### src/hw/rtl/assert_macros.svh
// Assertion macros used by the top level of the stereo FIR RTL.
// Depends on nothing; include with the bare file name.
`ifndef ASSERT_MACROS_SVH
`define ASSERT_MACROS_SVH

// Same-cycle implication, disabled during reset.
`define SFSG_ASSERT_IMPL(label, clk, rst, ante, cons) \
  label: assert property (@(posedge clk) disable iff (rst) (ante) |-> (cons)) \
    else $error("sfsg assertion failed");

// Next-cycle implication, disabled during reset.
`define SFSG_ASSERT_NEXT(label, clk, rst, ante, cons) \
  label: assert property (@(posedge clk) disable iff (rst) (ante) |=> (cons)) \
    else $error("sfsg assertion failed");

`endif

### src/hw/rtl/sfsg_pkg.sv
// Package for the stereo FIR with channel swap and gain: sizes, codes and
// the control word shared between the sequencer and the MAC lanes.
// Depends on nothing.
package sfsg_pkg;

  // Filter length and the widths that follow from it.
  localparam int TAP_COUNT = 128;
  localparam int TAP_AW    = (TAP_COUNT > 1) ? $clog2(TAP_COUNT) : 1;
  localparam int CNT_W     = $clog2(TAP_COUNT + 1);
  localparam int ACC_W     = 32 + $clog2(TAP_COUNT);

  // Sample, tap and gain formats.
  localparam int SAMPLE_W    = 16;
  localparam int GAIN_W      = 16;
  localparam int MUL_W       = ACC_W + GAIN_W + 1;
  localparam int SCALE_SHIFT = 27;
  localparam int Q_W         = MUL_W - SCALE_SHIFT;

  // APB register map.
  localparam int APB_AW = 3;
  localparam logic REG_SWAP = 1'b0;
  localparam logic REG_GAIN = 1'b1;
  localparam logic [GAIN_W-1:0] GAIN_RESET = 16'd4096;

  // Request codes.
  localparam logic REQ_LOAD   = 1'b0;
  localparam logic REQ_SAMPLE = 1'b1;
  localparam logic SIDE_LEFT  = 1'b0;
  localparam logic SIDE_RIGHT = 1'b1;

  // Control word from the sequencer to the lanes.
  typedef struct packed {
    logic              wr;     // push a new sample into the delay lines
    logic              issue;  // read one tap position this cycle
    logic              last;   // this is the final tap position
    logic [TAP_AW-1:0] idx;    // tap position (age of the sample)
  } ctl_t;

endpackage

### src/hw/rtl/sfsg_lane.sv
// One MAC lane: circular delay line in a memory, a fill count for the
// zero history after reset, and a multiply-accumulate pipeline.
// Depends on sfsg_pkg.
module sfsg_lane (
  input  logic                                 clk,
  input  logic                                 rst,
  input  sfsg_pkg::ctl_t                       ctl,
  input  logic signed [sfsg_pkg::SAMPLE_W-1:0] sample,
  input  logic signed [sfsg_pkg::SAMPLE_W-1:0] tap,
  output logic signed [sfsg_pkg::ACC_W-1:0]    acc,
  output logic                                 done
);

  logic signed [sfsg_pkg::SAMPLE_W-1:0] hist_mem [sfsg_pkg::TAP_COUNT];
  logic [sfsg_pkg::TAP_AW-1:0]          wr_ptr;
  logic [sfsg_pkg::TAP_AW-1:0]          rd_ptr;
  logic [sfsg_pkg::CNT_W-1:0]           fill;
  logic signed [sfsg_pkg::SAMPLE_W-1:0] hist_rd;
  logic signed [sfsg_pkg::SAMPLE_W-1:0] hist_val;
  logic                                 hist_ok;
  logic                                 v1;
  logic                                 last1;
  logic                                 v2;
  logic                                 last2;
  logic signed [31:0]                   prod;

  // Delay-line memory: written on a new sample, read one age per cycle.
  always_ff @(posedge clk) begin
    if (ctl.wr) begin
      hist_mem[wr_ptr] <= sample;
    end
    hist_rd <= hist_mem[rd_ptr];
  end

  // Pointers, fill count and pipeline valid flags.
  always_ff @(posedge clk) begin
    if (rst) begin
      wr_ptr  <= '0;
      rd_ptr  <= '0;
      fill    <= '0;
      hist_ok <= 1'b0;
      v1      <= 1'b0;
      last1   <= 1'b0;
      v2      <= 1'b0;
      last2   <= 1'b0;
      done    <= 1'b0;
    end else begin
      if (ctl.wr) begin
        // The newest sample sits at the slot written now.
        rd_ptr <= wr_ptr;
        if (wr_ptr == sfsg_pkg::TAP_AW'(sfsg_pkg::TAP_COUNT - 1)) begin
          wr_ptr <= '0;
        end else begin
          wr_ptr <= wr_ptr + sfsg_pkg::TAP_AW'(1);
        end
        if (fill != sfsg_pkg::CNT_W'(sfsg_pkg::TAP_COUNT)) begin
          fill <= fill + sfsg_pkg::CNT_W'(1);
        end
      end else if (ctl.issue) begin
        // Step back one sample in age, wrapping around the ring.
        if (rd_ptr == '0) begin
          rd_ptr <= sfsg_pkg::TAP_AW'(sfsg_pkg::TAP_COUNT - 1);
        end else begin
          rd_ptr <= rd_ptr - sfsg_pkg::TAP_AW'(1);
        end
      end
      // Samples older than the fill count are still the reset zeros.
      hist_ok <= (sfsg_pkg::CNT_W'(ctl.idx) < fill);
      v1      <= ctl.issue;
      last1   <= ctl.issue && ctl.last;
      v2      <= v1;
      last2   <= last1;
      done    <= v2 && last2;
    end
  end

  assign hist_val = hist_ok ? hist_rd : '0;

  // Multiply stage, then accumulate; a new sample clears the sum.
  always_ff @(posedge clk) begin
    prod <= 32'(hist_val) * 32'(tap);
    if (ctl.wr) begin
      acc <= '0;
    end else if (v2) begin
      acc <= acc + sfsg_pkg::ACC_W'(prod);
    end
  end

endmodule

### config.mk
export PLATFORM = sky130hd
export DESIGN_NAME = sfsg_lane
export DESIGN_NICKNAME = d
export VERILOG_FILES = /design/src/hw/rtl/assert_macros.svh /design/src/hw/rtl/sfsg_pkg.sv /design/src/hw/rtl/sfsg_lane.sv
export SDC_FILE = /design/constraint.sdc
export NUM_CORES = 2
export LEC_CHECK = 0
export BUFFER_PORTS_ARGS = -buffer_cell sky130_fd_sc_hd__buf_2
export CORE_MARGIN = 3
export CORE_UTILIZATION = 60
export CTS_CLUSTER_DIAMETER = 100
export DETAILED_ROUTE_END_ITERATION = 10
export PLACE_DENSITY = 0.78
export SLEW_MARGIN = 40
export SYNTH_ARGS = -nofsm -noshare
export SYNTH_HDL_FRONTEND = slang
export SYNTH_SLANG_ARGS = --single-unit
export TNS_END_PERCENT = 5
### constraint.sdc
create_clock -name clk -period 10.1 [get_ports clk]
set_input_delay 2.525 -clock clk [delete_from_list [all_inputs] [get_ports clk]]
set_output_delay 2.525 -clock clk [all_outputs]
set_load 0.01 [all_outputs]
* Word-level counts from Yosys, hierarchy flattened
Memories as Yosys holds them, arrays and structs flattened. A register that Yosys moved wholly into a read port is not among the register bits. Index checks and enable logic that the tools add are counted.
Storage, ports and cells: flip-flop bits (word level) 99, latch bits 0, RAM bits 2048, bits in read-only memories 0, output and inout port bits 40, logic and storage cells 32, memories kept 1
Memories:
- hist_mem | words 128, width 16, read ports 1, clocked after memory_dff 1, write ports 1, line sfsg_lane.sv:14 | logic signed [sfsg_pkg::SAMPLE_W-1:0] hist_mem [sfsg_pkg::TAP_COUNT];
Cells by class: $add $sub $neg 4, $mul 1, div/mod/pow operators 0, order comparisons 1, equal/unequal tests 2, shift-type cells 0, mux-type cells 7, bitwise operators 0, reduce and logical (&&, ||, !) cells 5
Operator list (number):
- adder 39 x 32 -> 39 bit | 1
- multiplier 16 x 16 -> 32 bit | 1
- 2-to-1 mux 7 bit | 4
- 2-to-1 mux 16 bit | 1
- adder 8 x 1 -> 8 bit (second input constant) | 1
- < comparator 7 x 8 -> 1 bit | 1
- inequality test 8 bit (second input constant) | 1
- adder 7 x 1 -> 7 bit (second input constant) | 1
- == test 7 bit (second input constant) | 1
- zero test 7 bit | 1
- subtractor 7 x 1 -> 7 bit (second input constant) | 1
- logical AND 1 bit | 2
- 2-to-1 mux 1 bit | 2
- AND reduction 2 bit | 1
- nonzero test 2 bit | 1

* Logic depth before layout (Yosys ltp)
depth after elaboration 4, gate-level depth with buffers 25

* Worst setup path before layout
Ideal clock, no wire load.
kind input to register, from input port tap[7] in the netlist's numbering, to register prod[31], arrival time 8115 ps, required time 9979 ps, path slack 1865 ps, stages 23, buffers on the path 1, path through clkbuf_1 nand2_1 fa_1 inv_1 fa_1 inv_1 fa_1 inv_1 fa_1 fa_1 inv_1 fa_1 inv_1 ha_1 nand2_1 o21a_1 or3_1 a31oi_1 or3b_1 a31oi_1 a211o_1 a21oi_1 xnor2_1
On the way: cells in the longest elaborated chain, start to end 1
Ends and longest elaborated chain:
- from (decl) | line sfsg_lane.sv:9 | input logic signed [sfsg_pkg::SAMPLE_W-1:0] tap,
- multiplier 16 x 16 -> 32 bit | line sfsg_lane.sv:81 | prod <= 32'(hist_val) * 32'(tap);
- to (signal assigned) | line sfsg_lane.sv:81
- to (decl) | line sfsg_lane.sv:25 | logic signed [31:0] prod;
Every way passes these cells. A chain may end at the register's enable or synchronous reset.

* Worst setup path in the final report
from input port tap[1] in the netlist's numbering, to register prod[31]
Same word-level chain as after synthesis.

==> results.tsv <==
stage	metric	value	unit
cells_and_area	final_nets	5586	
timing	finalMaxSlewViolations	0	
power	peakVddDrop	207	uV
detailed_routing	ant_nets	0	
run_status	status	complete, no violations	
setup_path	critical_path_peak_fanout	16	
clocking	insertion_delay	0.85	ns
cells_and_area	ff_latch_area	0.0638	sq mm
timing	slew_headroom	36.6	%
synth	syn_inst	4915	
setup_path	crit_path_frequent_cell	fa_1	
setup_path	slowest_stage	fa_1	
cells_and_area	nFillCells	9390	
clocking	cts_sinks	2163	
global_route	grt_pass1_wl	359	mm
setup_path	start_kind	input port	
synth	yosysWarningCount	0	
timing	fin_skew	0.0416	ns
setup_path	crit_chain	buf_2, nand2_1, inv_1, fa_1, fa_1, fa_1, fa_1, fa_1, inv_1, fa_1, inv_1, ha_1, nand2_1, or3_1, a31oi_1, or3b_1, a31oi_1, a211o_1, a21oi_1, xnor2_1	
synth	synth_top_area_cell	edfxtp_1	
synth	synth_xor_xnor_area_share	0.624	%
floorplan	io-pin-count	84	
synth	synth_nets	5353	
timing	fin_crit	7.93	ns
synth	synth.top_cells.by_area	edfxtp_1 65%, mux4_2 16%, fa_1 5.6%	
global_route	grt_max_degree	122	
placed_design	port-buffer-count	83	
timing	setup_violations	0	
synth	synth-adder-area-share	7.35	%
clocking	clk_pin_slew_worst_paths	0.06	ns
synth	synth_area	0.0940	sq mm
detailed_routing	via_per_inst	6.74	
clocking	clockRootBuffer	clkbuf_16	
synth	synth-simple-area-share	3.66	%
synth	synth_top_family_by_area	multiplexers	
clocking	h-tree-depth	4	
placed_design	dpl.hpwl	140	mm
detailed_routing	drcViolationCount	0	
placed_design	gp_congestion	0.943	
power	powerDensity	202	mW/mm^2
synth	async_flop_share	0	%
detailed_routing	dr.first_iter.drc_count	6992	
setup_path	cp.required	10.81	ns
synth	synth_mux_area_share	16.2	%
floorplan	initial_core_util	60.7	%
synth	yosys_register_bits	2163	
clocking	cts_resized	0	
floorplan	die_h	402	um
power	power.leakage	35.2	nW
setup_path	critPathKind	input port to flip-flop	
synth	synth_compound_area_share	1.89	%
synth	avgSynthCellArea	19.1	sq um
timing	worst_pin_slew	0.925	ns
floorplan	die_w	402	um
detailed_routing	wl_per_cell	33.3	um
cells_and_area	instances_no_fill	7367	
setup_path	critPathCaptureType	flip-flop	
clocking	cts_tree	built	
clocking	cts_buffer_depth	3	
detailed_routing	num_vias	49640	
setup_path	cpPeakStageDelay	0.76	ns
min_path	hp-class	flip-flop to flip-flop	
synth	synthMostInstantiatedCell	edfxtp_1	
synth	synth_flop_cell	edfxtp_1	
cells_and_area	layout-drive-gt1-share	23.8	%
cells_and_area	syn2layout_area_growth	11.3	%
detailed_routing	drt-total-wl	245	mm
timing	rsz0062_at_grt	false	
clocking	cts_hold_buf	0	
cells_and_area	multi_input_area	0.0280	sq mm
synth	seq_area_frac_synth	67.9	%
clocking	cts_made_buffers	205	
floorplan	dieArea	0.161	sq mm
global_route	grtUsageTotal	31.0	%
setup_path	cp.arrival	8.64	ns
global_route	overflow	0	
synth	synth_enable_flop_cells	2048	
global_route	antenna_found_initial	22	
synth	ys_types	64	
timing	finalHoldViolCount	0	
detailed_routing	drt_first_pass_iters	6	
global_route	grt_pass1_vias	51095	
synth	synthTopCellsByCount	2048 x edfxtp_1, 652 x mux4_2, 318 x inv_1, 264 x fa_1, 240 x nor2_1	
floorplan	rows	144	
flow_run	drv_cap	0	
synth	synth_top_area_share	65.4	%
floorplan	core_area	0.155	sq mm
timing	setup_tns	0	ns
placed_design	placedCellCount	6982	
timing	fin_crit_sh	78.5	%
timing	max_freq	126	MHz
clocking	post-cts-setup-buffer-count	0	
-- stage by stage --
step	util, %	worst slack [ns]	hold WS [ns]	power [W]	cell area (sq um)
CTS	67.5	2.21	0.422	0.0212	104000
global placement	63.0	1.42	0.409	0.0134	97400
floorplan	-	1.86	0.404	0.0123	94000
global route	67.6	1.95	0.443	0.0218	105000
detailed placement	63.1	1.33	0.412	0.0135	97700
finish	67.6	2.17	0.422	0.0211	105000
-- cells in the final DEF, fill, tap and decap left out, types with 26 or more instances in the layout --
cell type / n
edfxtp_1: 2048
mux4_2: 652
inv_1: 318
fa_1: 264
nor2_1: 235
nand2_1: 215
clkbuf_16: 205
buf_4: 178
and3_1: 130
ha_1: 130
dfxtp_1: 106
a21oi_1: 88
buf_2: 67
xnor2_1: 47
clkinv_2: 45
o21ai_0: 44
mux2i_1: 43
clkinv_1: 40
clkbuf_1: 38
nand3_1: 33
a21o_1: 32
a211oi_1: 26
-- worst max-delay path, delay by kind of cell --
family                     cells  cell delay [ns]
adders and majority gates      7             3.62
AOI/OAI and AO/OA              4             0.85
buffers and inverters          4             0.41
and+or+nand+nor                4             1.09
xor gates and xnor gates       1             0.14
-- worst paths after layout --
check / from / endpoint / slack [ns] / cells past startpoint
hold reg to reg: last2$_SDFF_PP0_ / done$_SDFF_PP0_ / 0.42 / 2
setup reg to reg: hist_ok$_SDFF_PP0_ / prod[24]$_DFF_P_ / 2.27 / 21
hold / removal: last2$_SDFF_PP0_ / done$_SDFF_PP0_ / 0.42 / 2
setup / recovery: tap[1] / prod[31]$_DFF_P_ / 2.17 / 20
-- where the power goes --
group,total (W),switching [W],internal [W]
combinational,0.00328,0.00198,0.00131
sequential,0.0101,0.000161,0.00992
clock,0.00774,0.00341,0.00433
-- layout make-up --
type	instances	area share (%)
inverter	319	1.15
clock buffer	243	5.04
clock inverter	133	1.43
multi-input combinational	2183	26.8
antenna	6	0.0144
timing repair buffer	276	2.13
sequential	2163	61.0
tap	2044	2.45
-- flip-flops by register name (all words and copies together) (netlist names), 7 cells and up --
name and count:
rd_ptr 7, acc 39, prod 32, hist_rd 16
wr_ptr 7, hist_mem 2048, fill 8
-- logic make-up after synthesis --
family,count (synthesis)
compound gates,277
mux,703
buf+inv,569
fa+ha+maj,394
xor+xnor,67
flops,2163
simple gates,742
-- per-layer routing --
layer | vias up | GRT usage (%) | wire length [um]
li1 | 19787 | - | -
met1 | 25716 | 41.7 | 85200
met2 | 3551 | 49.2 | 120000
met3 | 572 | 7.34 | 28800
met4 | 14 | 13.5 | 11100
met5 | - | 0 | 172
Note: power is estimated with default switching activity, not from simulation.
