==> config.mk <==
export PLATFORM = sky130hd
export DESIGN_NAME = sfsg_taps
export DESIGN_NICKNAME = d
export VERILOG_FILES = /design/src/hw/rtl/assert_macros.svh /design/src/hw/rtl/sfsg_pkg.sv /design/src/hw/rtl/sfsg_taps.sv
export SDC_FILE = /design/constraint.sdc
export NUM_CORES = 2
export LEC_CHECK = 0
export ABC_AREA = 1
export BUFFER_PORTS_ARGS = -buffer_cell sky130_fd_sc_hd__buf_2
export CORE_MARGIN = 2
export CORE_UTILIZATION = 40
export DETAILED_ROUTE_END_ITERATION = 8
export PLACE_DENSITY = 0.63
export SYNTH_ARGS = -nofsm -noshare
export SYNTH_HDL_FRONTEND = slang
export SYNTH_SLANG_ARGS = --single-unit
export TNS_END_PERCENT = 5
==> constraint.sdc <==
create_clock -name clk -period 2.1 [get_ports clk]
set_input_delay 0.105 -clock clk [delete_from_list [all_inputs] [get_ports clk]]
set_output_delay 0.105 -clock clk [all_outputs]
set_load 0.05 [all_outputs]
==> src/hw/rtl/assert_macros.svh <==
// Assertion macros used by the top level of the stereo FIR RTL.
// Depends on nothing; include with the bare file name.
`ifndef ASSERT_MACROS_SVH
`define ASSERT_MACROS_SVH

// Same-cycle implication, disabled during reset.
`define SFSG_ASSERT_IMPL(label, clk, rst, ante, cons) \
  label: assert property (@(posedge clk) disable iff (rst) (ante) |-> (cons)) \
    else $error("sfsg assertion failed");

// Next-cycle implication, disabled during reset.
`define SFSG_ASSERT_NEXT(label, clk, rst, ante, cons) \
  label: assert property (@(posedge clk) disable iff (rst) (ante) |=> (cons)) \
    else $error("sfsg assertion failed");

`endif

==> src/hw/rtl/sfsg_pkg.sv <==
// Package for the stereo FIR with channel swap and gain: sizes, codes and
// the control word shared between the sequencer and the MAC lanes.
// Depends on nothing.
package sfsg_pkg;

  // Filter length and the widths that follow from it.
  localparam int TAP_COUNT = 128;
  localparam int TAP_AW    = (TAP_COUNT > 1) ? $clog2(TAP_COUNT) : 1;
  localparam int CNT_W     = $clog2(TAP_COUNT + 1);
  localparam int ACC_W     = 32 + $clog2(TAP_COUNT);

  // Sample, tap and gain formats.
  localparam int SAMPLE_W    = 16;
  localparam int GAIN_W      = 16;
  localparam int MUL_W       = ACC_W + GAIN_W + 1;
  localparam int SCALE_SHIFT = 27;
  localparam int Q_W         = MUL_W - SCALE_SHIFT;

  // APB register map.
  localparam int APB_AW = 3;
  localparam logic REG_SWAP = 1'b0;
  localparam logic REG_GAIN = 1'b1;
  localparam logic [GAIN_W-1:0] GAIN_RESET = 16'd4096;

  // Request codes.
  localparam logic REQ_LOAD   = 1'b0;
  localparam logic REQ_SAMPLE = 1'b1;
  localparam logic SIDE_LEFT  = 1'b0;
  localparam logic SIDE_RIGHT = 1'b1;

  // Control word from the sequencer to the lanes.
  typedef struct packed {
    logic              wr;     // push a new sample into the delay lines
    logic              issue;  // read one tap position this cycle
    logic              last;   // this is the final tap position
    logic [TAP_AW-1:0] idx;    // tap position (age of the sample)
  } ctl_t;

endpackage

==> src/hw/rtl/sfsg_taps.sv <==
// Tap bank: left-ear and right-ear coefficient memories with per-entry
// valid bits, one read per cycle, and the channel swap select.
// Depends on sfsg_pkg.
module sfsg_taps (
  input  logic                                 clk,
  input  logic                                 rst,
  input  logic                                 we,
  input  logic                                 side,
  input  logic [6:0]                           index,
  input  logic signed [sfsg_pkg::SAMPLE_W-1:0] value,
  input  logic [sfsg_pkg::TAP_AW-1:0]          rd_idx,
  input  logic                                 swap,
  output logic signed [sfsg_pkg::SAMPLE_W-1:0] tap_a,
  output logic signed [sfsg_pkg::SAMPLE_W-1:0] tap_b
);

  logic signed [sfsg_pkg::SAMPLE_W-1:0] mem_l [sfsg_pkg::TAP_COUNT];
  logic signed [sfsg_pkg::SAMPLE_W-1:0] mem_r [sfsg_pkg::TAP_COUNT];
  logic [sfsg_pkg::TAP_COUNT-1:0]       valid_l;
  logic [sfsg_pkg::TAP_COUNT-1:0]       valid_r;
  logic signed [sfsg_pkg::SAMPLE_W-1:0] rd_l;
  logic signed [sfsg_pkg::SAMPLE_W-1:0] rd_r;
  logic                                 ok_l;
  logic                                 ok_r;
  logic                                 in_range;
  logic [sfsg_pkg::TAP_AW-1:0]          wr_addr;
  logic signed [sfsg_pkg::SAMPLE_W-1:0] val_l;
  logic signed [sfsg_pkg::SAMPLE_W-1:0] val_r;

  // A load beyond the filter length is dropped.
  assign in_range = (32'(index) < sfsg_pkg::TAP_COUNT);
  assign wr_addr  = sfsg_pkg::TAP_AW'(index);

  // Coefficient memories: one write port, one registered read port each.
  always_ff @(posedge clk) begin
    if (we && in_range && side == sfsg_pkg::SIDE_LEFT) begin
      mem_l[wr_addr] <= value;
    end
    if (we && in_range && side == sfsg_pkg::SIDE_RIGHT) begin
      mem_r[wr_addr] <= value;
    end
    rd_l <= mem_l[rd_idx];
    rd_r <= mem_r[rd_idx];
  end

  // Valid bits make unwritten taps read as zero after reset.
  always_ff @(posedge clk) begin
    if (rst) begin
      valid_l <= '0;
      valid_r <= '0;
      ok_l    <= 1'b0;
      ok_r    <= 1'b0;
    end else begin
      if (we && in_range && side == sfsg_pkg::SIDE_LEFT) begin
        valid_l[wr_addr] <= 1'b1;
      end
      if (we && in_range && side == sfsg_pkg::SIDE_RIGHT) begin
        valid_r[wr_addr] <= 1'b1;
      end
      ok_l <= valid_l[rd_idx];
      ok_r <= valid_r[rd_idx];
    end
  end

  // Mask, then route each ear's taps to the lane that uses them.
  assign val_l = ok_l ? rd_l : '0;
  assign val_r = ok_r ? rd_r : '0;
  assign tap_a = swap ? val_r : val_l;
  assign tap_b = swap ? val_l : val_r;

endmodule

# After elaboration in Yosys (flattened, before gate mapping)
# Memories as Yosys holds them, arrays and structs flattened. A register that Yosys moved wholly into a read port is not among the register bits.
# Cells that the tools add are included.
# classes
n_lt_le_gt_ge	3
mux	14
n_bitwise	3
n_reduce_logical	3
# ops
operator	count
bitwise OR 128 bit	2
2-to-1 mux 16 bit	4
< comparator 7 x 8 -> 1 bit (second input constant)	2
binary-select mux 1 bit (select 7 bit)	2
demux 1 bit (select 7 bit)	1
greater-or-equal comparator 7 x 1 -> 1 bit (second input constant)	1
2-to-1 mux 1 bit	7
logical AND 1 bit	3
inverter 1 bit	1
# totals
register_bits	258
ramBits	4096
inputBits	35
out_inout_bits	32
wordCells	29
n_memories	2
# mem_list
name	depth	word_bits	read_ports	rd_clocked_by_memory_dff	write_ports	line_no	source
mem_l	128	16	1	1	1	sfsg_taps.sv:17	logic signed [sfsg_pkg::SAMPLE_W-1:0] mem_l [sfsg_pkg::TAP_COUNT];
mem_r	128	16	1	1	1	sfsg_taps.sv:18	logic signed [sfsg_pkg::SAMPLE_W-1:0] mem_r [sfsg_pkg::TAP_COUNT];

# Longest topological paths before layout
# depth
depth_word	5
mapped_depth	14
depth_no_buf	11

# Least setup slack after synthesis
# No wires, ideal clock.
# synth_timing
path_kind	reg2out
startpoint	reg ok_l
endpoint	out tap_a[10] in the netlist's numbering
arrival_time_ns	1.982
required_ns	1.995
setup_slack_ns	0.013
stages_incl_launch_ff	5
path_cell_list	dfxtp_1 -> clkbuf_1 -> clkbuf_1 -> nand2_1 -> o21ai_0
# synth_via
elab_chain_cells	2
# synth_rtl
item	line_no	source
from (decl)	sfsg_taps.sv:23	logic ok_l;
from (signal assigned)	sfsg_taps.sv:60	ok_l <= valid_l[rd_idx];
2-to-1 mux 16 bit	sfsg_taps.sv:66	assign val_l = ok_l ? rd_l : '0;
2-to-1 mux 16 bit	sfsg_taps.sv:68	assign tap_a = swap ? val_r : val_l;
to (decl)	sfsg_taps.sv:13	output logic signed [sfsg_pkg::SAMPLE_W-1:0] tap_a,
# No other way between the ends.

# Worst setup path after layout
# layout_timing
startpoint	reg ok_r
endpoint	out tap_b[10] in the netlist's numbering
# layout_via
elab_chain_cells	2
# layout_rtl
item	line_no	source
from (decl)	sfsg_taps.sv:24	logic ok_r;
from (signal assigned)	sfsg_taps.sv:61	ok_r <= valid_r[rd_idx];
2-to-1 mux 16 bit	sfsg_taps.sv:67	assign val_r = ok_r ? rd_r : '0;
2-to-1 mux 16 bit	sfsg_taps.sv:69	assign tap_b = swap ? val_l : val_r;
to (decl)	sfsg_taps.sv:14	output logic signed [sfsg_pkg::SAMPLE_W-1:0] tap_b
# No other way between the ends.

==> impl_metrics.yaml <==
power_and_ir_drop:
  peakVddDrop_uv: 704
  p_sw_share_pct: 23.2
  power_frac_comb_pct: 7.4
  intPower_mw: 144
  power.share.clock_pct: 41.5
  p_sw_mw: 43.7
  leakage_nw: 73.3
  power_density_mw_per_mm2: 895
  power.share.sequential_pct: 51.0
critical_path:
  crit_path_max_fanout: 7
  crit_path_end_kind: "output pin"
  arrival_ns: 2.23
  crit_type: "reg2out"
  crit_path_start_kind: "flip-flop"
  crit_chain: "buf_12 > clkbuf_16 > a21oi_2 > a21oi_1 > buf_4"
  cp_data_required_time_ns: 2.00
  critPathSlowestCell: "dfxtp_4"
  rrSetupSlack_ns: 0.12
  r2r_cells: 8
  reg2reg_to: "rd_l[5]"
  crit_path_start: "ok_r"
  rr_startpoint: "mem_l[117][5]"
  slowest_delay_ns: 0.48
status:
  status: "complete, but fails checks"
  violations: "setup timing"
floorplan:
  num_io_pins: 67
  core_sq_mm: 0.439
  fp.dieW_um: 668
  start_util_pct: 40.2
  die-area_sq_mm: 0.446
  die_h_um: 668
  fp-row-count: 243
synth:
  yosysSeqAreaShare_pct: 73.0
  synth_edf_count: 4096
  avgSynthCellArea_sq_um: 11.9
  synth_area_leaders: "edfxtp_1 70%, nand3_1 10%, nand2_1 7.6%, dfxtp_1 3.3%, nor2_1 1.8%"
  synth_seq_cells: 4386
  ys_types: 18
  synthTopCellsByCount: "4096 x edfxtp_1, 3593 x nand2_1, 3586 x nand3_1"
  yosysWarnings: 0
  syn_nets: 14900
  synthArstFlopShare_pct: 0
  synthCells: 14900
  yosys.area.top_type: "edfxtp_1"
  synth-main-ff-cell: "edfxtp_1"
  yosysMostFrequentCell: "edfxtp_1"
  post_synth_instance_area_sq_mm: 0.176
  synth.top_cell.area_share_pct: 69.7
hold_path:
  min_path_type: "in2reg"
  whs_path_depth: 2
  hold_end: "mem_l[65][8]"
  hp-start: "value[8]"
sta:
  min_period_over_period_pct: 111
  finalHoldViolCount: 0
  tightestPinTransition_ns: 0.840
  tns_ns: -5.95
  hold_slack_ns: 0.0407
  slew_viol_final: 0
  rsz0062_at_grt: "yes"
  finClkSkew_ns: 0.135
  finalWorstSetupSlack_ns: -0.239
  clock.fmax_ghz: 0.427
  min_period_ns: 2.34
  relSlewSlack_pct: 44.0
  finalSetupViolations: 34
clock_tree:
  cts_max_level: 5
  clock-sinks: 4386
  cts_tree: "done"
  worstSkewPairLatency_ns: 1.04
  clockBufferDepth: 4
  path_clk_slew_ns: 0.06
  cts_inserted_buffers: 438
  cts_root_buf: "clkbuf_16"
finish:
  area.growth.synth_to_final_pct: 19.0
  nets: 15600
  fillers: 37800
  drive_above_1_share_pct: 13.1
drt:
  first_pass_iters: 6
  routedWlPerCell_um: 25.4
  vias: 122000
  viasPerCell: 5.62
  wl_mm: 554
  detail-route-antenna-nets: 0
  drc: 0
  detailedRoute.firstIterationViolations: 16000
job:
  maxCapViolCount: 0
place:
  io_buffers: 66
  gp_congestion: 0.916
  post-dp-hpwl_mm: 349
grt:
  grt-ovfl-total: 0
  grt_pass1_wl_mm: 800
  grt_max_degree: 101
  grt_pass1_vias: 114000
  track_usage_pct: 24.2
  antenna_found_initial: 20
## worst max-delay path by stage
stage                endpoint  cells after the start
floorplan           tap_a[10]                      4
global placement      rd_r[1]                     12
detailed placement    rd_r[6]                     14
CTS                 tap_a[15]                      5
global route        tap_b[10]                      5
finish              tap_b[10]                      5
## layout make-up
| type | instances | area [sq um] | area share, % |
|---|---|---|---|
| diodes | 10 | 25.0 | 0.0119 |
| clock buffers | 605 | 12000 | 5.73 |
| clock inverters | 212 | 2200 | 1.05 |
| inverters | 299 | 1170 | 0.558 |
| multi-input cells | 9140 | 41600 | 19.8 |
| flip-flops and latches | 4386 | 129000 | 61.3 |
| well taps | 5880 | 7360 | 3.50 |
| repair buffers | 1283 | 16800 | 7.99 |
## timing repair
item	CTS	global route
resized for setup	138	29
gates cloned	1	2
hold buffers	29	0
pin swaps	2	1
hold endpoints to repair	4489	0
setup buffers	0	2
setup endpoints to repair	34	38
## power by group through the flow
stage / registers, mW / clock network [mW] / logic (mW)
3_5_place_dp: 97.8 / 0 / 13.5
2_1_floorplan: 97.6 / 0 / 6.18
6_report: 96.0 / 78.1 / 14.0
4_1_cts: 95.9 / 78.6 / 13.7
5_1_grt: 95.9 / 81.9 / 14.7
3_3_place_gp: 97.8 / 0 / 13.4
## cells by family (layout without fill, tap and decap cells)
logic type / count (synthesis) / in the layout / synth area share (%)
compound gates: 1112 / 1112 / 3.62
buf+inv: 1331 / 2399 / 3.74
flops: 4386 / 4386 / 73.0
other cells: 0 / 10 / 0
simple gates: 8028 / 8028 / 19.6
## worst max-delay path: cells and delay by family, from the launching register on
kind | cells | cell delay (ns)
AO/OA/AOI/OAI | 2 | 0.20
buffers and inverters | 3 | 0.52
flip-flops | 1 | 0.48
## cell usage in the layout (no fill, tap or decap), types with 8 or more instances in the layout
| master | instances |
|---|---|
| edfxtp_1 | 4096 |
| nand2_1 | 3583 |
| nand3_1 | 3573 |
| nor2_1 | 715 |
| buf_4 | 642 |
| buf_12 | 540 |
| o21ai_0 | 512 |
| clkbuf_16 | 442 |
| dfxtp_1 | 284 |
| inv_1 | 283 |
| o21a_1 | 232 |
| o22ai_1 | 192 |
| a21oi_1 | 145 |
| nor2_2 | 126 |
| clkbuf_1 | 125 |
| clkinv_2 | 82 |
| clkinv_1 | 59 |
| clkbuf_8 | 39 |
| bufinv_16 | 35 |
| buf_6 | 35 |
| dlygate4sd3_1 | 29 |
| buf_8 | 23 |
| inv_6 | 12 |
| nand3_2 | 12 |
| buf_2 | 12 |
| diode_2 | 10 |
| a21oi_2 | 10 |
| o21ai_2 | 10 |
| nand2_4 | 9 |
| clkinvlp_4 | 9 |
| nor3_1 | 8 |
| inv_2 | 8 |
## routing by layer
| layer | vias to the layer above | part of all wire [%] | GRT usage, % |
|---|---|---|---|
| met5 | - | 0.0088 | 0 |
| met4 | 8 | 5.1 | 11.1 |
| met3 | 1056 | 9.7 | 3.59 |
| met2 | 6460 | 46 | 38.0 |
| met1 | 60600 | 39 | 33.3 |
| li1 | 54300 | - | - |
## sequential cells by signal, indices dropped and copies added (netlist names)
name	flops
ok_l	1
valid_r	128
mem_r	2048
rd_l	16
rd_r	16
ok_r	1
valid_l	128
mem_l	2048
## stage by stage
stage          power, mW  setup WS, ns  util (%)  cell area [sq um]  instances
3_5_place_dp         111        -0.578      44.4             195000      21000
4_1_cts              188        -0.258      47.8             210000      21800
3_3_place_gp         111        -0.586      44.4             195000      21000
6_report             188        -0.239      47.9             210000      21800
5_1_grt              193        -0.242      47.9             210000      21800
2_1_floorplan        104        0.0128         -             176000      14900
(Power assumes the default switching activity.)
