## src/hw/rtl/assert_macros.svh

```systemverilog
// Assertion macros used by the top level of the stereo FIR RTL.
// Depends on nothing; include with the bare file name.
`ifndef ASSERT_MACROS_SVH
`define ASSERT_MACROS_SVH

// Same-cycle implication, disabled during reset.
`define SFSG_ASSERT_IMPL(label, clk, rst, ante, cons) \
  label: assert property (@(posedge clk) disable iff (rst) (ante) |-> (cons)) \
    else $error("sfsg assertion failed");

// Next-cycle implication, disabled during reset.
`define SFSG_ASSERT_NEXT(label, clk, rst, ante, cons) \
  label: assert property (@(posedge clk) disable iff (rst) (ante) |=> (cons)) \
    else $error("sfsg assertion failed");

`endif

```

## src/hw/rtl/sfsg_pkg.sv

```systemverilog
// Package for the stereo FIR with channel swap and gain: sizes, codes and
// the control word shared between the sequencer and the MAC lanes.
// Depends on nothing.
package sfsg_pkg;

  // Filter length and the widths that follow from it.
  localparam int TAP_COUNT = 128;
  localparam int TAP_AW    = (TAP_COUNT > 1) ? $clog2(TAP_COUNT) : 1;
  localparam int CNT_W     = $clog2(TAP_COUNT + 1);
  localparam int ACC_W     = 32 + $clog2(TAP_COUNT);

  // Sample, tap and gain formats.
  localparam int SAMPLE_W    = 16;
  localparam int GAIN_W      = 16;
  localparam int MUL_W       = ACC_W + GAIN_W + 1;
  localparam int SCALE_SHIFT = 27;
  localparam int Q_W         = MUL_W - SCALE_SHIFT;

  // APB register map.
  localparam int APB_AW = 3;
  localparam logic REG_SWAP = 1'b0;
  localparam logic REG_GAIN = 1'b1;
  localparam logic [GAIN_W-1:0] GAIN_RESET = 16'd4096;

  // Request codes.
  localparam logic REQ_LOAD   = 1'b0;
  localparam logic REQ_SAMPLE = 1'b1;
  localparam logic SIDE_LEFT  = 1'b0;
  localparam logic SIDE_RIGHT = 1'b1;

  // Control word from the sequencer to the lanes.
  typedef struct packed {
    logic              wr;     // push a new sample into the delay lines
    logic              issue;  // read one tap position this cycle
    logic              last;   // this is the final tap position
    logic [TAP_AW-1:0] idx;    // tap position (age of the sample)
  } ctl_t;

endpackage

```

## src/hw/rtl/sfsg_if.sv

```systemverilog


interface sfsg_res_if;
  logic                                  valid;
  logic                                  ready;
  logic signed [sfsg_pkg::SAMPLE_W-1:0]  out_left;
  logic signed [sfsg_pkg::SAMPLE_W-1:0]  out_right;
  logic                                  clipped;

  modport source (output valid, out_left, out_right, clipped, input ready);
  modport sink   (input valid, out_left, out_right, clipped, output ready);
endinterface

```

## src/hw/rtl/sfsg_merge.sv

```systemverilog
// Merge stage: scales both lane sums by the Q4.12 gain, rounds, saturates,
// combines the clip flags and holds the result word for the consumer.
// Depends on sfsg_pkg and sfsg_if.
module sfsg_merge (
  input  logic                                clk,
  input  logic                                rst,
  input  logic                                done,
  input  logic signed [sfsg_pkg::ACC_W-1:0]   acc_l,
  input  logic signed [sfsg_pkg::ACC_W-1:0]   acc_r,
  input  logic [sfsg_pkg::GAIN_W-1:0]         gain,
  output logic                                res_load,
  sfsg_res_if.source                          res
);

  logic signed [sfsg_pkg::MUL_W-1:0]    mul_l;
  logic signed [sfsg_pkg::MUL_W-1:0]    mul_r;
  logic                                 mul_v;
  logic signed [sfsg_pkg::MUL_W-1:0]    rnd_l;
  logic signed [sfsg_pkg::MUL_W-1:0]    rnd_r;
  logic signed [sfsg_pkg::Q_W-1:0]      q_l;
  logic signed [sfsg_pkg::Q_W-1:0]      q_r;
  logic                                 fit_l;
  logic                                 fit_r;
  logic signed [sfsg_pkg::SAMPLE_W-1:0] sat_l;
  logic signed [sfsg_pkg::SAMPLE_W-1:0] sat_r;
  logic signed [sfsg_pkg::MUL_W-1:0]    gain_s;
  logic signed [sfsg_pkg::MUL_W-1:0]    round_bias;

  assign gain_s     = sfsg_pkg::MUL_W'($signed({1'b0, gain}));
  assign round_bias = sfsg_pkg::MUL_W'(1) <<< (sfsg_pkg::SCALE_SHIFT - 1);

  // Gain multiply, registered; held until the output register is free.
  always_ff @(posedge clk) begin
    if (rst) begin
      mul_v <= 1'b0;
    end else if (done) begin
      mul_v <= 1'b1;
    end else if (res_load) begin
      mul_v <= 1'b0;
    end
  end

  always_ff @(posedge clk) begin
    if (done) begin
      mul_l <= sfsg_pkg::MUL_W'(acc_l) * gain_s;
      mul_r <= sfsg_pkg::MUL_W'(acc_r) * gain_s;
    end
  end

  // Round half up, drop the fraction, and clamp to 16 bits.
  assign rnd_l = mul_l + round_bias;
  assign rnd_r = mul_r + round_bias;
  assign q_l   = rnd_l[sfsg_pkg::MUL_W-1:sfsg_pkg::SCALE_SHIFT];
  assign q_r   = rnd_r[sfsg_pkg::MUL_W-1:sfsg_pkg::SCALE_SHIFT];
  assign fit_l = (q_l[sfsg_pkg::Q_W-1:sfsg_pkg::SAMPLE_W-1]
                  == {(sfsg_pkg::Q_W-sfsg_pkg::SAMPLE_W+1){q_l[sfsg_pkg::Q_W-1]}});
  assign fit_r = (q_r[sfsg_pkg::Q_W-1:sfsg_pkg::SAMPLE_W-1]
                  == {(sfsg_pkg::Q_W-sfsg_pkg::SAMPLE_W+1){q_r[sfsg_pkg::Q_W-1]}});

  always_comb begin
    if (fit_l) begin
      sat_l = q_l[sfsg_pkg::SAMPLE_W-1:0];
    end else if (q_l[sfsg_pkg::Q_W-1]) begin
      sat_l = {1'b1, {(sfsg_pkg::SAMPLE_W-1){1'b0}}};
    end else begin
      sat_l = {1'b0, {(sfsg_pkg::SAMPLE_W-1){1'b1}}};
    end
    if (fit_r) begin
      sat_r = q_r[sfsg_pkg::SAMPLE_W-1:0];
    end else if (q_r[sfsg_pkg::Q_W-1]) begin
      sat_r = {1'b1, {(sfsg_pkg::SAMPLE_W-1){1'b0}}};
    end else begin
      sat_r = {1'b0, {(sfsg_pkg::SAMPLE_W-1){1'b1}}};
    end
  end

  // Output register: loads when empty or when the held word is taken.
  assign res_load = mul_v && (!res.valid || res.ready);

  always_ff @(posedge clk) begin
    if (rst) begin
      res.valid <= 1'b0;
    end else if (res_load) begin
      res.valid <= 1'b1;
    end else if (res.ready) begin
      res.valid <= 1'b0;
    end
  end

  always_ff @(posedge clk) begin
    if (res_load) begin
      res.out_left  <= sat_l;
      res.out_right <= sat_r;
      res.clipped   <= !fit_l || !fit_r;
    end
  end

endmodule

```

## src/flat_wrapper.sv

```systemverilog
// flat-port wrapper written by rule: the top's interface ports become plain ports
module sfsg_merge_flat 
  (clk, rst, done, acc_l, acc_r, gain, res_load, res_valid, res_out_left, res_out_right, res_clipped, res_ready);
  sfsg_res_if res_i ();
  input  logic clk;
  input  logic rst;
  input  logic done;
  input  logic signed [sfsg_pkg::ACC_W-1:0] acc_l;
  input  logic signed [sfsg_pkg::ACC_W-1:0] acc_r;
  input  logic [sfsg_pkg::GAIN_W-1:0] gain;
  output logic res_load;
  output wire logic [$bits(res_i.valid)-1:0] res_valid;
  output wire logic [$bits(res_i.out_left)-1:0] res_out_left;
  output wire logic [$bits(res_i.out_right)-1:0] res_out_right;
  output wire logic [$bits(res_i.clipped)-1:0] res_clipped;
  input wire logic [$bits(res_i.ready)-1:0] res_ready;
  assign res_valid = res_i.valid;
  assign res_out_left = res_i.out_left;
  assign res_out_right = res_i.out_right;
  assign res_clipped = res_i.clipped;
  assign res_i.ready = res_ready;
  sfsg_merge u_core (.clk(clk), .rst(rst), .done(done), .acc_l(acc_l), .acc_r(acc_r), .gain(gain), .res_load(res_load), .res(res_i));
endmodule
```

## config.mk

```make
export PLATFORM = sky130hd
export DESIGN_NAME = sfsg_merge_flat
export DESIGN_NICKNAME = d
export VERILOG_FILES = /design/src/hw/rtl/assert_macros.svh /design/src/hw/rtl/sfsg_pkg.sv /design/src/hw/rtl/sfsg_if.sv /design/src/hw/rtl/sfsg_merge.sv /design/src/flat_wrapper.sv
export SDC_FILE = /design/constraint.sdc
export NUM_CORES = 2
export LEC_CHECK = 0
export ABC_AREA = 1
export BUFFER_PORTS_ARGS = -buffer_cell sky130_fd_sc_hd__buf_2
export CAP_MARGIN = 25
export CORE_UTILIZATION = 70
export DETAILED_ROUTE_END_ITERATION = 8
export PLACE_DENSITY = 0.88
export SETUP_SLACK_MARGIN = 0.02
export SYNTH_ARGS = -nofsm -noshare
export SYNTH_HDL_FRONTEND = slang
export SYNTH_SLANG_ARGS = --single-unit
export TNS_END_PERCENT = 10
```

## constraint.sdc

```tcl
create_clock -name clk -period 19.9 [get_ports clk]
set_input_delay 2.985 -clock clk [delete_from_list [all_inputs] [get_ports clk]]
set_output_delay 2.985 -clock clk [all_outputs]
set_load 0.01 [all_outputs]
```

After elaboration in Yosys (flattened, before gate mapping)
Cells that the tools add are included.
- reduce and logical (&&, ||, !) cells: 8
- add/subtract/negate cells: 2
- $mul: 2
- equality and inequality tests: 2
- muxes and demuxes: 8
- operator list (kind ; count):
    $add A56 B28 Y56 const B ; 2
    $mul A39 B17 Y56 ; 2
    $mux W16 ; 4
    $eq A13 B13 Y1 ; 2
    $mux W1 ; 4
    $reduce_bool A2 Y1 ; 2
    $logic_not A1 Y1 ; 3
    $logic_or A1 B1 Y1 ; 2
    $logic_and A1 B1 Y1 ; 1
- input port bits: 98
- register bits after elaboration: 147
- word-level logic and storage cells: 29
- output and inout bits: 35

Longest topological paths before layout
- depth in word-level cells: 5
- mapped depth: 31

Worst setup path before layout
No wires, ideal clock.
- path kind: input -> register
- start: input gain[6] (netlist bit)
- end: register u_core.mul_r[55] (netlist bit) (data pin)
- setup time: 0.253 ns
- data arrival time: 8.415 ns
- required time: 19.647 ns
- cell stages on the path: 21
- slack: 11.232 ns
- cell sequence: clkbuf_1 > clkbuf_1 > clkbuf_1 > nand2_1 > fa_1 > inv_1 > fa_1 > fa_1 > fa_1 > fa_1 > inv_1 > fa_1 > inv_1 > ha_1 > nand2_1 > nor2_1 > inv_1 > nor4_1 > o21ai_0 > nand4_1 > nand2_1
- word-level cells in the longest chain between the ends: 1
- ends and longest elaborated chain (element ; line ; RTL):
    start: declaration ; flat_wrapper.sv:10 ; input logic [sfsg_pkg::GAIN_W-1:0] gain;
    $mul A39 B17 Y56 ; sfsg_merge.sv:46 ; mul_r <= sfsg_pkg::MUL_W'(acc_r) * gain_s;
    end signal: assignment ; sfsg_merge.sv:46 ;
    end: declaration ; sfsg_merge.sv:16 ; logic signed [sfsg_pkg::MUL_W-1:0] mul_r;
Every way passes these cells.
A chain may end at the register's enable or synchronous reset.

Final worst setup path
- start: input gain[5] (netlist bit)
- end: register u_core.mul_r[55] (netlist bit) (data pin)
The elaborated chain is that of the path after synthesis.

==> metrics.md <==
| Metric | Value |
|---|---|
| Num CTS Buffers | `9` |
| Tot GR Track Use | `0.405` |
| First-pass GRT wire length | `between 200,000 and 250,000 um` |
| Post-CTS Setup Bufs | `0` |
| Hold Slack | `approximately 0.48 ns` |
| Total clock sinks | `95` |
| Slew headroom | `0.236` |
| Total die area | `72,600 um2` |
| Core region area | `just over 70,000 um2` |
| Vias in the first global route | `approximately 47,000` |
| 1st-pass router iterations | `8` |
| Worst Max-Slew Pin Slew | `1.15 ns` |
| Routability-driven placement congestion ratio | `about 1.0` |
| Worst-skew pair later-pin latency | `~0.38 ns` |
| Antenna Nets Post-Route | `0` |
| Slew Viols, Final | `0` |
| Die width | `~270 um` |
| Fin. Hold Viols | `0` |
| Top FF cell, synth | `edfxtp_1` |
| # hold bufs at CTS | `0` |
| CP startpoint | `gain[5]` |
| CTS Buffer Depth | `2` |
| Max_cap viols | `0` |
| Nets | `around 8,000` |
| Top-count cell post-synth | `inv_1` |
| Average wire per standard cell | `about 19 um` |
| Final-layout fill cell count | `roughly 5,300` |
| Largest family of logic cells by synthesized area | `adder cells` |
| Critical path data arrival time | `a little over 10 ns` |
| Multi-input gate area | `about 39,000 um2` |
| Placed cell area | `slightly above 50,000 um2` |
| Status | `finished, final reports clean` |
| Worst R2R Start | `u_core.mul_r[26]` |
| Clock Skew | `between 0.01 and 0.015 ns` |
| Fin crit period | `9.95 ns` |
| Syn Area/Cell | `~7.6 um2` |
| CTS tree | `yes` |
| Final Cycle Share | `0.500` |
| Post-synth cell types | `40` |
| Final Cell Area | `approximately 51,000 um2` |
| Layout cells sized above 1 | `0.0320` |
| Syn_nets | `between 8,000 and 9,000` |
| Clock edge transition at the registers on the reported setup and hold paths | `around 0.080 ns` |
| HPWL Detailed | `between 100,000 and 150,000 um` |
| RSZ-0062 raised after global routing | `no` |
| CP Max Fanout | `45` |
| Synth top area share | `0.468` |
| Routed Wire Length | `roughly 140,000 um` |
| Data required, critical path | `~20 ns` |
| Register area | `approximately 2800 um2` |
| DR vias/cell | `between 5 and 6` |
| Post-synthesis simple-gate area fraction | `0.183` |
| Commonest cells in the netlist | `inv_1, nand2_1, fa_1` |
| Hold_sp | `u_core.mul_v` |
| FF+latch count, synth | `between 90 and 100` |
| Area grow syn2layout | `2.47%` |
| CP Capture Type | `flop` |
| Cells after Synth | `around 6,600` |
| # resized after CTS | `0` |
| PortBufs | `roughly 130` |
| Die height | `around 270 um` |
| Fraction of synthesized cell area in xor and xnor cells | `0.0166` |
| Post-synth EDFFs | `93` |
| Sequential fraction of the synthesis area | `0.0566` |
| Max Clk Rate | `approximately 100 MHz` |
| Setup TNS | `0 ns` |
| DRT iter0 DRCs | `4,035` |
| Worst min-delay path class | `flop to flop` |
| Initial antenna violation count | `10` |
| YS warnings | `0` |
| Total grt overflow | `0` |
| Synth area leaders | `fa_1, inv_1, nand2_1, ha_1, edfxtp_1` |
| I/O pins | `roughly 130` |
| Post-Synth Adder-Cell Area | `0.533` |
| Final setup viols | `0` |
| Compound-Gate Fraction of Synth Area | `0.0368` |
| Multiplexer share of the synthesized area | `0` |
| Largest net degree at the start of global routing | `about 80` |
| Cell Rows | `97` |
| Setup crit start kind | `input port` |
| Htree depth | `3` |
| Async SR Flop Fraction | `0` |
| Mapped Area | `between 50,000 and 60,000 um2` |
| Initial core utilization | `0.712` |
| DRC | `0` |
| Clock root buffer master | `clkbuf_16` |
| Dominant cell type by area after synthesis | `fa_1` |
| Total number of vias | `42,100` |
| Crit path kind | `input port to flop` |
==> routing by layer <==
layer / track usage / routed length (um)
met1: 0.464 / 46900
met2: 0.694 / 69300
met3: 0.0899 / 15000
met4: 0.245 / 9580
met5: 0 / 42
==> layout make-up <==
cell class              instances  area share
repair buffers                156      0.0183
clock buffers                  10     0.00446
flip-flops and latches         95      0.0552
well taps                     940      0.0229
multi-input cells            4186       0.751
clock inverters                 6    0.000878
inverters                    2014       0.147
diodes                          6    0.000293
==> stage by stage <==
stage	worst slack [ns]	instances	utilization
2_1_floorplan	11.23	6597	-
3_3_place_gp	9.92	7386	0.723
3_5_place_dp	9.71	7386	0.723
4_1_cts	10.11	7402	0.727
5_1_grt	9.73	7408	0.729
6_report	9.95	7413	0.729
==> logic make-up (layout without fill, tap and decap cells) <==
kind of cell | Yosys count | in the layout
compound gates | 325 | 325
xor+xnor | 95 | 95
fa+ha+maj | 1430 | 1430
buf+inv | 2316 | 2186
other cells | 0 | 6
simple gates | 2336 | 2336
flops | 95 | 95
==> worst max-delay path, cell delays in order <==
cell     delay [ns]
buf_2          0.67
buf_4          0.67
nand2_1        0.29
fa_1           0.59
inv_1          0.06
fa_1           0.84
fa_1           0.54
fa_1           0.50
fa_1           0.49
inv_1          0.06
fa_1           0.48
inv_1          0.05
ha_1           0.41
nand2_1        0.11
nor2_1         0.16
inv_1          0.11
nor4_1         0.53
o21ai_0        0.27
nand4_1        0.17
nand2_1        0.06
==> worst paths after layout <==
kind	end	slack, ns	depth (start not counted)
setup / recovery	u_core.mul_r[55]	9.95	20
hold / removal	u_core.mul_v	0.48	2
setup reg to reg	u_core.res.out_right[14]	16.83	16
hold reg to reg	u_core.mul_v	0.48	2
==> registers in the layout, summed over array words and instances (netlist names) <==
signal,count
u_core.res.out_left,16
u_core.mul_v,1
u_core.res.valid,1
u_core.mul_r,30
u_core.mul_l,30
u_core.res.out_right,16
u_core.res.clipped,1
==> placed cells by master, fill, tap and decap left out, types with 7 or more instances in the layout <==
master and count:
nor2_1 311, nand4_1 13, a31oi_1 35, fa_1 1170, a21o_1 20, inv_1 2011, a21oi_1 133, xor2_1 67
o21bai_1 15, o21a_1 8, clkbuf_16 9, nand3_1 135, ha_1 260, buf_4 19, nand2_1 1806, nor2_2 10
buf_2 132, nor3_1 27, nand2_2 10, edfxtp_1 93, xnor2_1 28, nor4_1 7, o21ai_0 91
Power is not shown: default switching activity piles up to over one toggle a cycle in this logic, so the estimate is an artifact.
